$ cat config.mk
export PLATFORM = sky130hd
export DESIGN_NAME = magic_header_length_deframer_top
export DESIGN_NICKNAME = d
export VERILOG_FILES = /design/src/rtl/mhld_pkg.sv /design/src/rtl/mhld_parser.sv /design/src/rtl/magic_header_length_deframer_top.sv
export SDC_FILE = /design/constraint.sdc
export NUM_CORES = 1
export LEC_CHECK = 0
export BUFFER_PORTS_ARGS = -buffer_cell sky130_fd_sc_hd__buf_2
export CORE_AREA = 2 2 111 113
export CTS_CLUSTER_SIZE = 24
export DETAILED_ROUTE_END_ITERATION = 10
export DIE_AREA = 0 0 113 115
export GPL_TIMING_DRIVEN = 0
export PLACE_DENSITY = 0.88
export SYNTH_ARGS = -nofsm -noshare
export SYNTH_HDL_FRONTEND = slang
export SYNTH_SLANG_ARGS = --single-unit
export TNS_END_PERCENT = 1
$ cat constraint.sdc
create_clock -name clock -period 5.85 [get_ports clock]
set_input_delay 0.585 -clock clock [delete_from_list [all_inputs] [get_ports clock]]
set_output_delay 0.585 -clock clock [all_outputs]
set_load 0.05 [all_outputs]
$ cat src/rtl/mhld_pkg.sv
// ----------------------------------------------------------------------------
// Magic header deframer package
// Shared types, register indexes and constants of the length-prefixed
// frame deframer.
// ----------------------------------------------------------------------------
`default_nettype none

package mhld_pkg;

   typedef enum logic [1:0] {
      PH_HUNT    = 2'd0,
      PH_LENGTH  = 2'd1,
      PH_TYPE    = 2'd2,
      PH_PAYLOAD = 2'd3
   } phase_type;

   typedef logic [1:0] csr_index_type;

   localparam csr_index_type CSR_WANTED_TYPE      = 2'd0;
   localparam csr_index_type CSR_ACCEPT_ANY_TYPE  = 2'd1;
   localparam csr_index_type CSR_MAX_FRAME_LENGTH = 2'd2;

   localparam logic [7:0]  WANTED_TYPE_RESET      = 8'd0;
   localparam logic        ACCEPT_ANY_TYPE_RESET  = 1'b1;
   localparam logic [30:0] MAX_FRAME_LENGTH_RESET = 31'd65536;

   localparam logic [31:0] FRAME_OVERHEAD = 32'd9;
   localparam logic [1:0]  HEADER_LAST    = 2'd3;
   localparam logic [1:0]  LENGTH_LAST    = 2'd3;

   typedef struct packed {
      logic [7:0]  wanted_type;
      logic        accept_any_type;
      logic [30:0] max_frame_length;
   } cfg_type;

   typedef struct packed {
      logic       valid;
      logic [7:0] payload_byte;
      logic [7:0] frame_kind;
      logic       first_of_frame;
      logic       last_of_frame;
   } rsp_type;

   function automatic logic [7:0] header_byte(input logic [1:0] idx);
      logic [7:0] value;
      case (idx)
         2'd0:    value = 8'h54;
         2'd1:    value = 8'h61;
         2'd2:    value = 8'h6D;
         2'd3:    value = 8'h69;
         default: value = 8'h54;
      endcase
      return value;
   endfunction

endpackage

`default_nettype wire

$ cat src/rtl/mhld_parser.sv
// ----------------------------------------------------------------------------
// Magic header deframer parser
// Frame state machine: header hunt, length gather, type byte and payload
// count, updated once for each byte that steps it.
// ----------------------------------------------------------------------------
`default_nettype none

module mhld_parser (
   input  logic             clock,
   input  logic             reset,
   input  logic             step,
   input  logic [7:0]       rx_byte,
   input  mhld_pkg::cfg_type cfg,
   output mhld_pkg::rsp_type result
);
   import mhld_pkg::*;

   phase_type   phase_ff, phase_in;
   logic [1:0]  hdr_cnt_ff, hdr_cnt_in;
   logic [1:0]  len_cnt_ff, len_cnt_in;
   logic [23:0] len_lo_ff, len_lo_in;
   logic [30:0] left_ff, left_in;
   logic [7:0]  type_ff, type_in;
   logic        pass_ff, pass_in;
   logic        first_ff, first_in;

   logic [31:0] len_full;
   logic [30:0] len_payload;
   logic        len_bad;
   logic        hdr_hit;
   logic        left_last;

   assign len_full    = {rx_byte, len_lo_ff};
   assign len_payload = len_full[30:0] - FRAME_OVERHEAD[30:0];
   assign len_bad     = (len_full < FRAME_OVERHEAD) || (len_full > {1'b0, cfg.max_frame_length});
   assign hdr_hit     = (rx_byte == header_byte(hdr_cnt_ff));
   assign left_last   = (left_ff == 31'd1);

   always_comb begin
      phase_in = phase_ff;
      if (step) begin
         case (phase_ff)
            PH_HUNT: begin
               if (hdr_hit && (hdr_cnt_ff == HEADER_LAST)) begin
                  phase_in = PH_LENGTH;
               end
            end
            PH_LENGTH: begin
               if (len_cnt_ff == LENGTH_LAST) begin
                  phase_in = len_bad ? PH_HUNT : PH_TYPE;
               end
            end
            PH_TYPE: begin
               phase_in = (left_ff == 31'd0) ? PH_HUNT : PH_PAYLOAD;
            end
            PH_PAYLOAD: begin
               if (left_last) begin
                  phase_in = PH_HUNT;
               end
            end
            default: begin
               phase_in = PH_HUNT;
            end
         endcase
      end
   end

   always_comb begin
      hdr_cnt_in = hdr_cnt_ff;
      len_cnt_in = len_cnt_ff;
      len_lo_in  = len_lo_ff;
      left_in    = left_ff;
      type_in    = type_ff;
      pass_in    = pass_ff;
      first_in   = first_ff;
      if (step) begin
         case (phase_ff)
            PH_HUNT: begin
               if (hdr_hit) begin
                  hdr_cnt_in = (hdr_cnt_ff == HEADER_LAST) ? 2'd0 : hdr_cnt_ff + 2'd1;
               end else begin
                  hdr_cnt_in = {1'b0, rx_byte == header_byte(2'd0)};
               end
            end
            PH_LENGTH: begin
               len_cnt_in = len_cnt_ff + 2'd1;
               case (len_cnt_ff)
                  2'd0:    len_lo_in[7:0]   = rx_byte;
                  2'd1:    len_lo_in[15:8]  = rx_byte;
                  2'd2:    len_lo_in[23:16] = rx_byte;
                  default: len_lo_in        = len_lo_ff;
               endcase
               if ((len_cnt_ff == LENGTH_LAST) && !len_bad) begin
                  left_in = len_payload;
               end
            end
            PH_TYPE: begin
               type_in  = rx_byte;
               pass_in  = cfg.accept_any_type || (rx_byte == cfg.wanted_type);
               first_in = 1'b1;
            end
            PH_PAYLOAD: begin
               left_in  = left_ff - 31'd1;
               first_in = 1'b0;
            end
            default: begin
               hdr_cnt_in = 2'd0;
            end
         endcase
      end
   end

   always_comb begin
      result.valid          = step && (phase_ff == PH_PAYLOAD) && pass_ff;
      result.payload_byte   = rx_byte;
      result.frame_kind     = type_ff;
      result.first_of_frame = first_ff;
      result.last_of_frame  = left_last;
   end

   always_ff @(posedge clock) begin
      if (reset) begin
         phase_ff   <= PH_HUNT;
         hdr_cnt_ff <= 2'd0;
         len_cnt_ff <= 2'd0;
         left_ff    <= 31'd0;
         pass_ff    <= 1'b0;
         first_ff   <= 1'b0;
      end else begin
         phase_ff   <= phase_in;
         hdr_cnt_ff <= hdr_cnt_in;
         len_cnt_ff <= len_cnt_in;
         left_ff    <= left_in;
         pass_ff    <= pass_in;
         first_ff   <= first_in;
      end
   end

   always_ff @(posedge clock) begin
      len_lo_ff <= len_lo_in;
      type_ff   <= type_in;
   end

endmodule

`default_nettype wire

$ cat src/rtl/magic_header_length_deframer_top.sv
// Path: an accepted byte is held in the input register, the parser acts on it
// combinationally, and its payload beat is registered in the output register.
// Throughput: one byte per cycle while the output is not stalled; the parser state updates once per byte.
// A stalled result holds in the output register while one more byte waits in
// the input register, after which req_ready drops until rsp_ready returns.
// Reset: synchronous, clears the frame state and restores the register defaults.
// ----------------------------------------------------------------------------
// Magic header length-prefixed frame deframer
// Hunts for the four-byte header, reads the length and type, and passes on
// the payload bytes of accepted frames with first and last marks.
// ----------------------------------------------------------------------------
`default_nettype none

module magic_header_length_deframer_top (
   input  logic                    clock,
   input  logic                    reset,
   input  logic                    req_valid,
   output logic                    req_ready,
   input  logic [7:0]              req_rx_byte,
   output logic                    rsp_valid,
   input  logic                    rsp_ready,
   output logic [7:0]              rsp_payload_byte,
   output logic [7:0]              rsp_frame_kind,
   output logic                    rsp_first_of_frame,
   output logic                    rsp_last_of_frame,
   input  logic                    csr_valid,
   output logic                    csr_ready,
   input  mhld_pkg::csr_index_type csr_index,
   input  logic [30:0]             csr_wdata
);
   import mhld_pkg::*;

   cfg_type    cfg_ff;
   logic       in_valid_ff;
   logic [7:0] in_byte_ff;
   logic       step;
   rsp_type    result;
   logic       rsp_valid_ff;
   logic [7:0] rsp_byte_ff;
   logic [7:0] rsp_kind_ff;
   logic       rsp_first_ff;
   logic       rsp_last_ff;

   assign csr_ready = 1'b1;

   always_ff @(posedge clock) begin
      if (reset) begin
         cfg_ff.wanted_type      <= WANTED_TYPE_RESET;
         cfg_ff.accept_any_type  <= ACCEPT_ANY_TYPE_RESET;
         cfg_ff.max_frame_length <= MAX_FRAME_LENGTH_RESET;
      end else if (csr_valid) begin
         case (csr_index)
            CSR_WANTED_TYPE:      cfg_ff.wanted_type      <= csr_wdata[7:0];
            CSR_ACCEPT_ANY_TYPE:  cfg_ff.accept_any_type  <= csr_wdata[0];
            CSR_MAX_FRAME_LENGTH: cfg_ff.max_frame_length <= csr_wdata;
            default: begin
            end
         endcase
      end
   end

   assign step      = in_valid_ff && (!rsp_valid_ff || rsp_ready);
   assign req_ready = !in_valid_ff || step;

   always_ff @(posedge clock) begin
      if (reset) begin
         in_valid_ff <= 1'b0;
      end else if (req_ready) begin
         in_valid_ff <= req_valid;
      end
   end

   always_ff @(posedge clock) begin
      if (req_valid && req_ready) begin
         in_byte_ff <= req_rx_byte;
      end
   end

   mhld_parser u_parser (
      .clock   (clock),
      .reset   (reset),
      .step    (step),
      .rx_byte (in_byte_ff),
      .cfg     (cfg_ff),
      .result  (result)
   );

   always_ff @(posedge clock) begin
      if (reset) begin
         rsp_valid_ff <= 1'b0;
      end else if (step) begin
         rsp_valid_ff <= result.valid;
      end else if (rsp_ready) begin
         rsp_valid_ff <= 1'b0;
      end
   end

   always_ff @(posedge clock) begin
      if (step && result.valid) begin
         rsp_byte_ff  <= result.payload_byte;
         rsp_kind_ff  <= result.frame_kind;
         rsp_first_ff <= result.first_of_frame;
         rsp_last_ff  <= result.last_of_frame;
      end
   end

   assign rsp_valid          = rsp_valid_ff;
   assign rsp_payload_byte   = rsp_byte_ff;
   assign rsp_frame_kind     = rsp_kind_ff;
   assign rsp_first_of_frame = rsp_first_ff;
   assign rsp_last_of_frame  = rsp_last_ff;

endmodule

`default_nettype wire

==> results of run 1 <==
[worst max-delay path, stage by stage, from the launching register on]
cell,delay (ns)
edfxtp_1,0.66
ha_1,0.45
nand4_1,0.20
nor4_1,0.56
a31o_2,0.25
a21oi_1,0.05
o21ai_1,0.48
nand2_1,0.32
buf_2,0.31
a31o_2,0.27
[synth_stat cells, types with 3 or more instances]
cell type	instances
nand4_1	11
a211oi_1	6
buf_1	5
mux2i_1	10
nor4b_1	3
a21oi_1	85
dfxtp_1	81
nand2b_1	8
or3_1	7
buf_2	3
a22oi_1	4
ha_1	41
xor2_1	22
o311ai_0	20
edfxtp_1	58
nand2_1	95
o21ai_0	26
xnor2_1	13
and3_1	6
nor2_1	60
a31oi_1	9
and2_1	9
o31ai_1	21
nor4_1	16
clkbuf_1	34
o211ai_1	5
nand3_1	15
a31o_2	3
inv_1	49
nor3_1	23
[routing by layer]
layer	vias up	part of all wire, %	GRT usage [%]
li1	3141	-	-
met1	3185	38	42.75
met2	479	47	56.45
met3	110	11	9.067
met4	0	4.7	18.70
met5	-	0	0
[sequential cells by signal, indices dropped and copies added (netlist names)]
| signal | count |
|---|---|
| cfg_ff | 40 |
| u_parser.first_ff | 1 |
| u_parser.pass_ff | 1 |
| in_valid_ff | 1 |
| in_byte_ff | 8 |
| u_parser.phase_ff | 2 |
| u_parser.len_cnt_ff | 2 |
| u_parser.left_ff | 31 |
| u_parser.len_lo_ff | 24 |
| rsp_last_of_frame | 1 |
| rsp_valid | 1 |
| u_parser.type_ff | 8 |
| rsp_payload_byte | 8 |
| u_parser.hdr_cnt_ff | 2 |
| rsp_frame_kind | 8 |
| rsp_first_of_frame | 1 |
[logic make-up (layout without fill, tap and decap cells)]
group | Yosys count | count (layout) | synth area share [%]
compound gates | 208 | 208 | 18.50
mux | 11 | 11 | 1.489
buf+inv | 95 | 192 | 5.034
fa+ha+maj | 41 | 41 | 6.857
xor+xnor | 35 | 35 | 4.098
flops | 139 | 139 | 44.96
other cells | 1 | 1 | 0.05013
simple gates | 282 | 282 | 19.02
[worst paths after layout]
check	start	slack, ns	cells after the start	to
min reg2reg	u_parser.type_ff[2]	0.44	0	rsp_frame_kind[2]
min	req_rx_byte[0]	0.32	1	in_byte_ff[0]
max	in_byte_ff[3]	2.18	9	u_parser.left_ff[13]
max reg2reg	in_byte_ff[3]	2.18	9	u_parser.left_ff[13]
[through the flow]
| step | hold slack, ns | std cells | utilization (%) |
|---|---|---|---|
| after floorplan | 0.4003 | 812 | - |
| after global placement | 0.4015 | 1024 | 67.65 |
| after detailed placement | 0.4160 | 1024 | 67.65 |
| after CTS | 0.3200 | 1056 | 72.43 |
| after global routing | 0.3175 | 1056 | 72.43 |
| final | 0.3230 | 1056 | 72.43 |
[power groups by stage]
stage / registers [mW] / logic, mW / clock network, mW
after global routing: 1.05 / 0.146 / 1.08
final: 1.05 / 0.133 / 1.04
after global placement: 1.07 / 0.120 / 0
after floorplan: 1.06 / 0.0787 / 0
after CTS: 1.05 / 0.130 / 1.03
after detailed placement: 1.07 / 0.125 / 0
[cell type report]
class / count / area share [%]
multi-input combinational: 578 / 43.73
buffer: 46 / 2.252
clock inverter: 11 / 0.9507
clock buffer: 21 / 5.646
tap: 147 / 2.150
sequential: 139 / 39.32
inverter: 49 / 2.150
timing repair buffer: 65 / 3.803
==> results.sh, run 1 <==
export IMPL_hold_class="in2reg"
export IMPL_p_switching_uw=551.7
export IMPL_cap_violations=0
export IMPL_layout_nets=983
export IMPL_cts_made_buffers=17
export IMPL_path_max_fanout=12
export IMPL_ir_worst_vdd_mv=0.2952
export IMPL_ys_seq_area_share_pct=44.96
export IMPL_cts_tree="yes"
export IMPL_worst_slack_ns=2.178
export IMPL_synthFlopType="dfxtp_1"
export IMPL_grt_pass1_wl_um=34580
export IMPL_die_x_um=113
export IMPL_power_total_mw=2.222
export IMPL_coreArea_mm2=0.01181
export IMPL_synthesis_instances=812
export IMPL_power_density_mw_per_mm2=259.7
export IMPL_crit_type="reg2reg"
export IMPL_hold_buffers=0
export IMPL_synth_top_area_share_pct=23.28
export IMPL_start_util_pct=63.34
export IMPL_async_reset_ff_share_pct=0
export IMPL_drive_gt1_share_pct=13.42
export IMPL_nFillCells=853
export IMPL_synth_edf_count=58
export IMPL_num_vias=6915
export IMPL_wl_um=21850
export IMPL_layout_commonest_cell="nand2_1"
export IMPL_cp_arrival_ns=4.00
export IMPL_dp_hpwl_um=15010
export IMPL_root_buffer="clkbuf_16"
export IMPL_worst_pin_slew_ns=1.383
export IMPL_grt_max_degree=19
export IMPL_boundaryPins=67
export IMPL_antennaDiodeCount=0
export IMPL_ys_types=79
export IMPL_clk_pin_slew_ns=0.06
export IMPL_status="complete, no violations"
export IMPL_place_gp_congestion=0.9804
export IMPL_grt_total_usage_pct=34.75
export IMPL_final_area_mm2=0.008554
export IMPL_finalSetupViolations=0
export IMPL_clockPowerShare_pct=46.7
export IMPL_max_slew_margin_rel_pct=5.419
export IMPL_synth_nets=899
export IMPL_die_y_um=115
export IMPL_comb_power_share_pct=6.0
export IMPL_multi_input_area_mm2=0.003741
export IMPL_antenna_found_initial=0
export IMPL_drtIter0Drc=1019
export IMPL_antenna_left=0
export IMPL_cts_repair_resized=0
export IMPL_place_ws_ns=2.381
export IMPL_dr_pass1_iters=5
export IMPL_leakage_nw=3.124
export IMPL_crit_required_ns=6.18
export IMPL_final_seq_area_mm2=0.003363
export IMPL_final_hold_viol_count=0
export IMPL_ys_ff_latch=139
export IMPL_finalMaxSlewViolations=0
export IMPL_syn_area_mm2=0.007481
export IMPL_area_growth_pct=14.35
export IMPL_min_period_over_period_pct=62.76
export IMPL_synth_largest_area_cell="edfxtp_1"
export IMPL_rsz0062_at_grt="false"
export IMPL_place_area_mm2=0.007990
export IMPL_die_area_mm2=0.01300
export IMPL_post_cts_setup_buffer_count=0
export IMPL_setup_tns_ns=0
export IMPL_wl_per_cell_um=20.69
export IMPL_synth_area_leaders="edfxtp_1 23%, dfxtp_1 22%, ha_1 6.9%"
export IMPL_cts_buffer_depth=2
export IMPL_post_drt_via_cell_ratio=6.548
export IMPL_clock_latency_ns=0.43
export IMPL_grt_overflow_total=0
export IMPL_yosysWarnings=0
export IMPL_cp_end_kind="flop"
export IMPL_min_period_ns=3.672
export IMPL_fin_skew_ns=0.01077
export IMPL_p_seq_share_pct=47.3
export IMPL_cts_htree_levels=4
export IMPL_route_detailed_drc=0
export IMPL_switching_share_pct=24.83
export IMPL_power_internal_mw=1.670
export IMPL_final_cell_mix="95 x nand2_1, 85 x a21oi_1, 81 x dfxtp_1"
export IMPL_portBuffers=65
export IMPL_worstSetupStartpointType="flop"
export IMPL_rows=40
export IMPL_clkSinkCount=139
export IMPL_grt_pass1_vias=6684
export IMPL_syn_avg_cell_area_um2=9.213
export IMPL_fmax_ghz=0.2724
Note: power is estimated with default switching activity, not from simulation.
==> run 2, diff against run 1 <==
ABC_AREA = 1   (was unset)
CORE_AREA = 2 2 118 120   (was 2 2 111 113)
DIE_AREA = 0 0 120 122   (was 0 0 113 115)
PLACE_DENSITY = 0.83   (was 0.88)
clock period = 3.79 ns   (was 5.85 ns; I/O delays follow)
==> run 2 against run 1 <==
Sequential share of layout area decreased by 2.0 points. Non-clock buffer count decreased by 15. First-iteration DRC count is 28% lower. Core utilization shrank 5.8 points. Critical endpoint is now u_parser.left_ff[26].
==> results.sh, run 2 <==
export IMPL_drtIter0Drc=730
export IMPL_crit_buf_inv=2
export IMPL_min_period_over_period_pct=68.88
export IMPL_root_buffer="clkbuf_16"
export IMPL_synth_xor_area_share_pct=3.901
export IMPL_ys_seq_area_share_pct=42.80
export IMPL_yosysWarnings=0
export IMPL_slowest_delay_ns=0.81
export IMPL_synth_most_common_cell="nand2_1"
export IMPL_reg_largest_list="cfg_ff (40), u_parser.left_ff (31), u_parser.len_lo_ff (24)"
export IMPL_antenna_found_initial=0
export IMPL_antennaDiodeCount=0
export IMPL_cp_top_family="simple AND/OR/NAND/NOR gates"
export IMPL_route_detailed_drc=0
export IMPL_grt_overflow_total=0
export IMPL_cts_buffer_depth=2
export IMPL_grt_pass1_wl_um=33510
export IMPL_layout_nets=1164
export IMPL_boundaryPins=67
export IMPL_final_cell_mix="177 x nand2_1, 118 x nor2_1, 105 x inv_1"
export IMPL_synth_top_family_by_area="simple AND/OR/NAND/NOR gates"
export IMPL_cts_tree="yes"
export IMPL_synth_compound_area_share_pct=13.15
export IMPL_ir_worst_vdd_mv=0.3183
export IMPL_crit_required_ns=4.11
export IMPL_crit_type="reg2reg"
export IMPL_hold_class="in2reg"
export IMPL_grt_max_degree=17
export IMPL_cts_made_buffers=17
export IMPL_clk_pin_slew_ns=0.06
export IMPL_clock_latency_ns=0.44
export IMPL_synth_largest_area_cell="edfxtp_1"
export IMPL_largest_reg_flops=40
export IMPL_place_gp_congestion=0.9729
export IMPL_finalSetupViolations=0
export IMPL_synthAdderAreaFrac_pct=6.528
export IMPL_dr_pass1_iters=5
export IMPL_synth_area_leaders="edfxtp_1 22%, dfxtp_1 21%, nand2_1 8.5%"
export IMPL_final_hold_viol_count=0
export IMPL_top_register="cfg_ff"
export IMPL_start_util_pct=58.20
export IMPL_die_area_mm2=0.01464
export IMPL_die_y_um=122
export IMPL_path_max_fanout=11
export IMPL_place_area_mm2=0.008426
export IMPL_cp_arrival_ns=2.93
export IMPL_dp_hpwl_um=15460
export IMPL_fmax_ghz=0.3830
export IMPL_cap_violations=0
export IMPL_portBuffers=65
export IMPL_synthFlopType="dfxtp_1"
export IMPL_power_density_mw_per_mm2=384.1
export IMPL_rows=43
export IMPL_post_cts_setup_buffer_count=0
export IMPL_syn_area_mm2=0.007859
export IMPL_antenna_left=0
export IMPL_async_reset_ff_share_pct=0
export IMPL_final_area_mm2=0.009004
export IMPL_setup_tns_ns=0
export IMPL_synth_edf_count=58
export IMPL_num_vias=7110
export IMPL_power_total_mw=3.459
export IMPL_netlist_top_cells_count="177 x nand2_1, 118 x nor2_1, 105 x inv_1"
export IMPL_drive_gt1_share_pct=17.61
export IMPL_grt_total_usage_pct=30.02
export IMPL_synth_simple_area_share_pct=25.74
export IMPL_cts_htree_levels=4
export IMPL_wl_per_cell_um=16.58
export IMPL_synth_nets=1079
export IMPL_synthMuxAreaShare_pct=0.1274
export IMPL_cts_repair_resized=0
export IMPL_synth_top_area_share_pct=22.16
export IMPL_clkSinkCount=139
export IMPL_layout_commonest_cell="nand2_1"
export IMPL_ys_ff_latch=139
export IMPL_area_growth_pct=14.57
export IMPL_fin_skew_ns=0.01179
export IMPL_cp_end_kind="flop"
export IMPL_coreArea_mm2=0.01350
export IMPL_worstSetupStartpointType="flop"
export IMPL_ys_types=47
export IMPL_finalMaxSlewViolations=0
export IMPL_grt_pass1_vias=6759
export IMPL_wl_um=21050
export IMPL_path_cells="ha_1 > nand2_1 > nor2_1 > nand2_1 > inv_1 > a21oi_1 > nand2_1 > nand2_2 > nand2_4 > nand2_8 > nand2_8 > buf_8 > nor2_1 > nor2_1"
export IMPL_min_period_ns=2.611
export IMPL_post_drt_via_cell_ratio=5.598
export IMPL_crit_path_top_delay_cell="edfxtp_1"
export IMPL_syn_avg_cell_area_um2=7.922
export IMPL_die_x_um=120
export IMPL_rsz0062_at_grt="false"
export IMPL_worst_pin_slew_ns=0.9489
export IMPL_synthesis_instances=992
export IMPL_hold_buffers=0
export IMPL_leakage_nw=3.941
export IMPL_max_slew_margin_rel_pct=36.26
export IMPL_status="complete, no violations"
run 2: cell types whose count changed after synthesis, moves of 16 or more:
cell / previous run / this run
a21oi_2: 0 / 16
inv_1: 49 / 105
nand2_1: 95 / 177
nand2_2: 0 / 22
nand3_1: 15 / 65
nor2_1: 60 / 118
nor2_2: 0 / 16
o21ai_0: 26 / 74
o311ai_0: 20 / 0
o31ai_1: 21 / 1
run 2: routing by layer:
layer	vias up	track usage [%]	part of all wire (%)
li1	3446	-	-
met1	3286	37.55	41
met2	314	50.75	47
met3	64	5.993	8.4
met4	0	12.65	3.5
met5	-	0	0
run 2: path summary, 6_finish.rpt:
| kind | startpoint | slack (ns) | cells past startpoint | endpoint |
|---|---|---|---|---|
| setup / recovery | in_byte_ff[2] | 1.18 | 14 | u_parser.left_ff[26] |
| hold / removal | req_rx_byte[7] | 0.11 | 1 | in_byte_ff[7] |
| setup reg to reg | in_byte_ff[2] | 1.18 | 14 | u_parser.left_ff[26] |
| hold reg to reg | u_parser.type_ff[4] | 0.43 | 0 | rsp_frame_kind[4] |
run 2: worst reg2reg max path: cells and delay by family, from the launching register on:
| kind | cells | cell delay (ns) |
|---|---|---|
| AO/OA/AOI/OAI | 1 | 0.18 |
| adder cells (fa/ha/maj) | 1 | 0.36 |
| buffers and inverters | 2 | 0.24 |
| flip-flops | 1 | 0.81 |
| AND/OR/NAND/NOR | 10 | 0.92 |
run 2: kinds of logic (layout without fill, tap and decap cells):
group	Yosys count	in the layout
multiplexers	1	1
AND/OR/NAND/NOR	439	439
flip-flops	139	139
XOR/XNOR	35	35
adder cells (fa/ha/maj)	41	41
buffers and inverters	148	246
other	1	1
AO/OA/AOI/OAI	188	188
run 2: final cells by class:
cell class / instances / area, um2
clock inverter: 14 / 127.6
sequential: 139 / 3363
clock buffer: 18 / 450.4
buffer: 30 / 162.7
fill: 1112 / 4501
timing repair buffer: 66 / 336.6
multi-input combinational: 705 / 3895
tap: 180 / 225.2
inverter: 118 / 442.9
run 2: metrics by stage:
step | util [%] | setup slack, ns | cells | hold WS (ns)
floorplan | - | 1.324 | 992 | 0.4003
global placement | 62.27 | 0.6634 | 1237 | 0.4009
detailed placement | 62.39 | 1.258 | 1238 | 0.4128
CTS | 66.67 | 1.197 | 1270 | 0.1089
global route | 66.67 | 1.070 | 1270 | 0.1055
finish | 66.67 | 1.179 | 1270 | 0.1135
run 2: power breakdown:
| group | leakage [nW] | internal (mW) | switching, mW | total, mW |
|---|---|---|---|---|
| registers | 1.19 | 1.58 | 0.0322 | 1.62 |
| logic | 2.47 | 0.0789 | 0.133 | 0.212 |
| clock network | 0.282 | 0.902 | 0.728 | 1.63 |
| total | 3.94 | 2.57 | 0.893 | 3.46 |
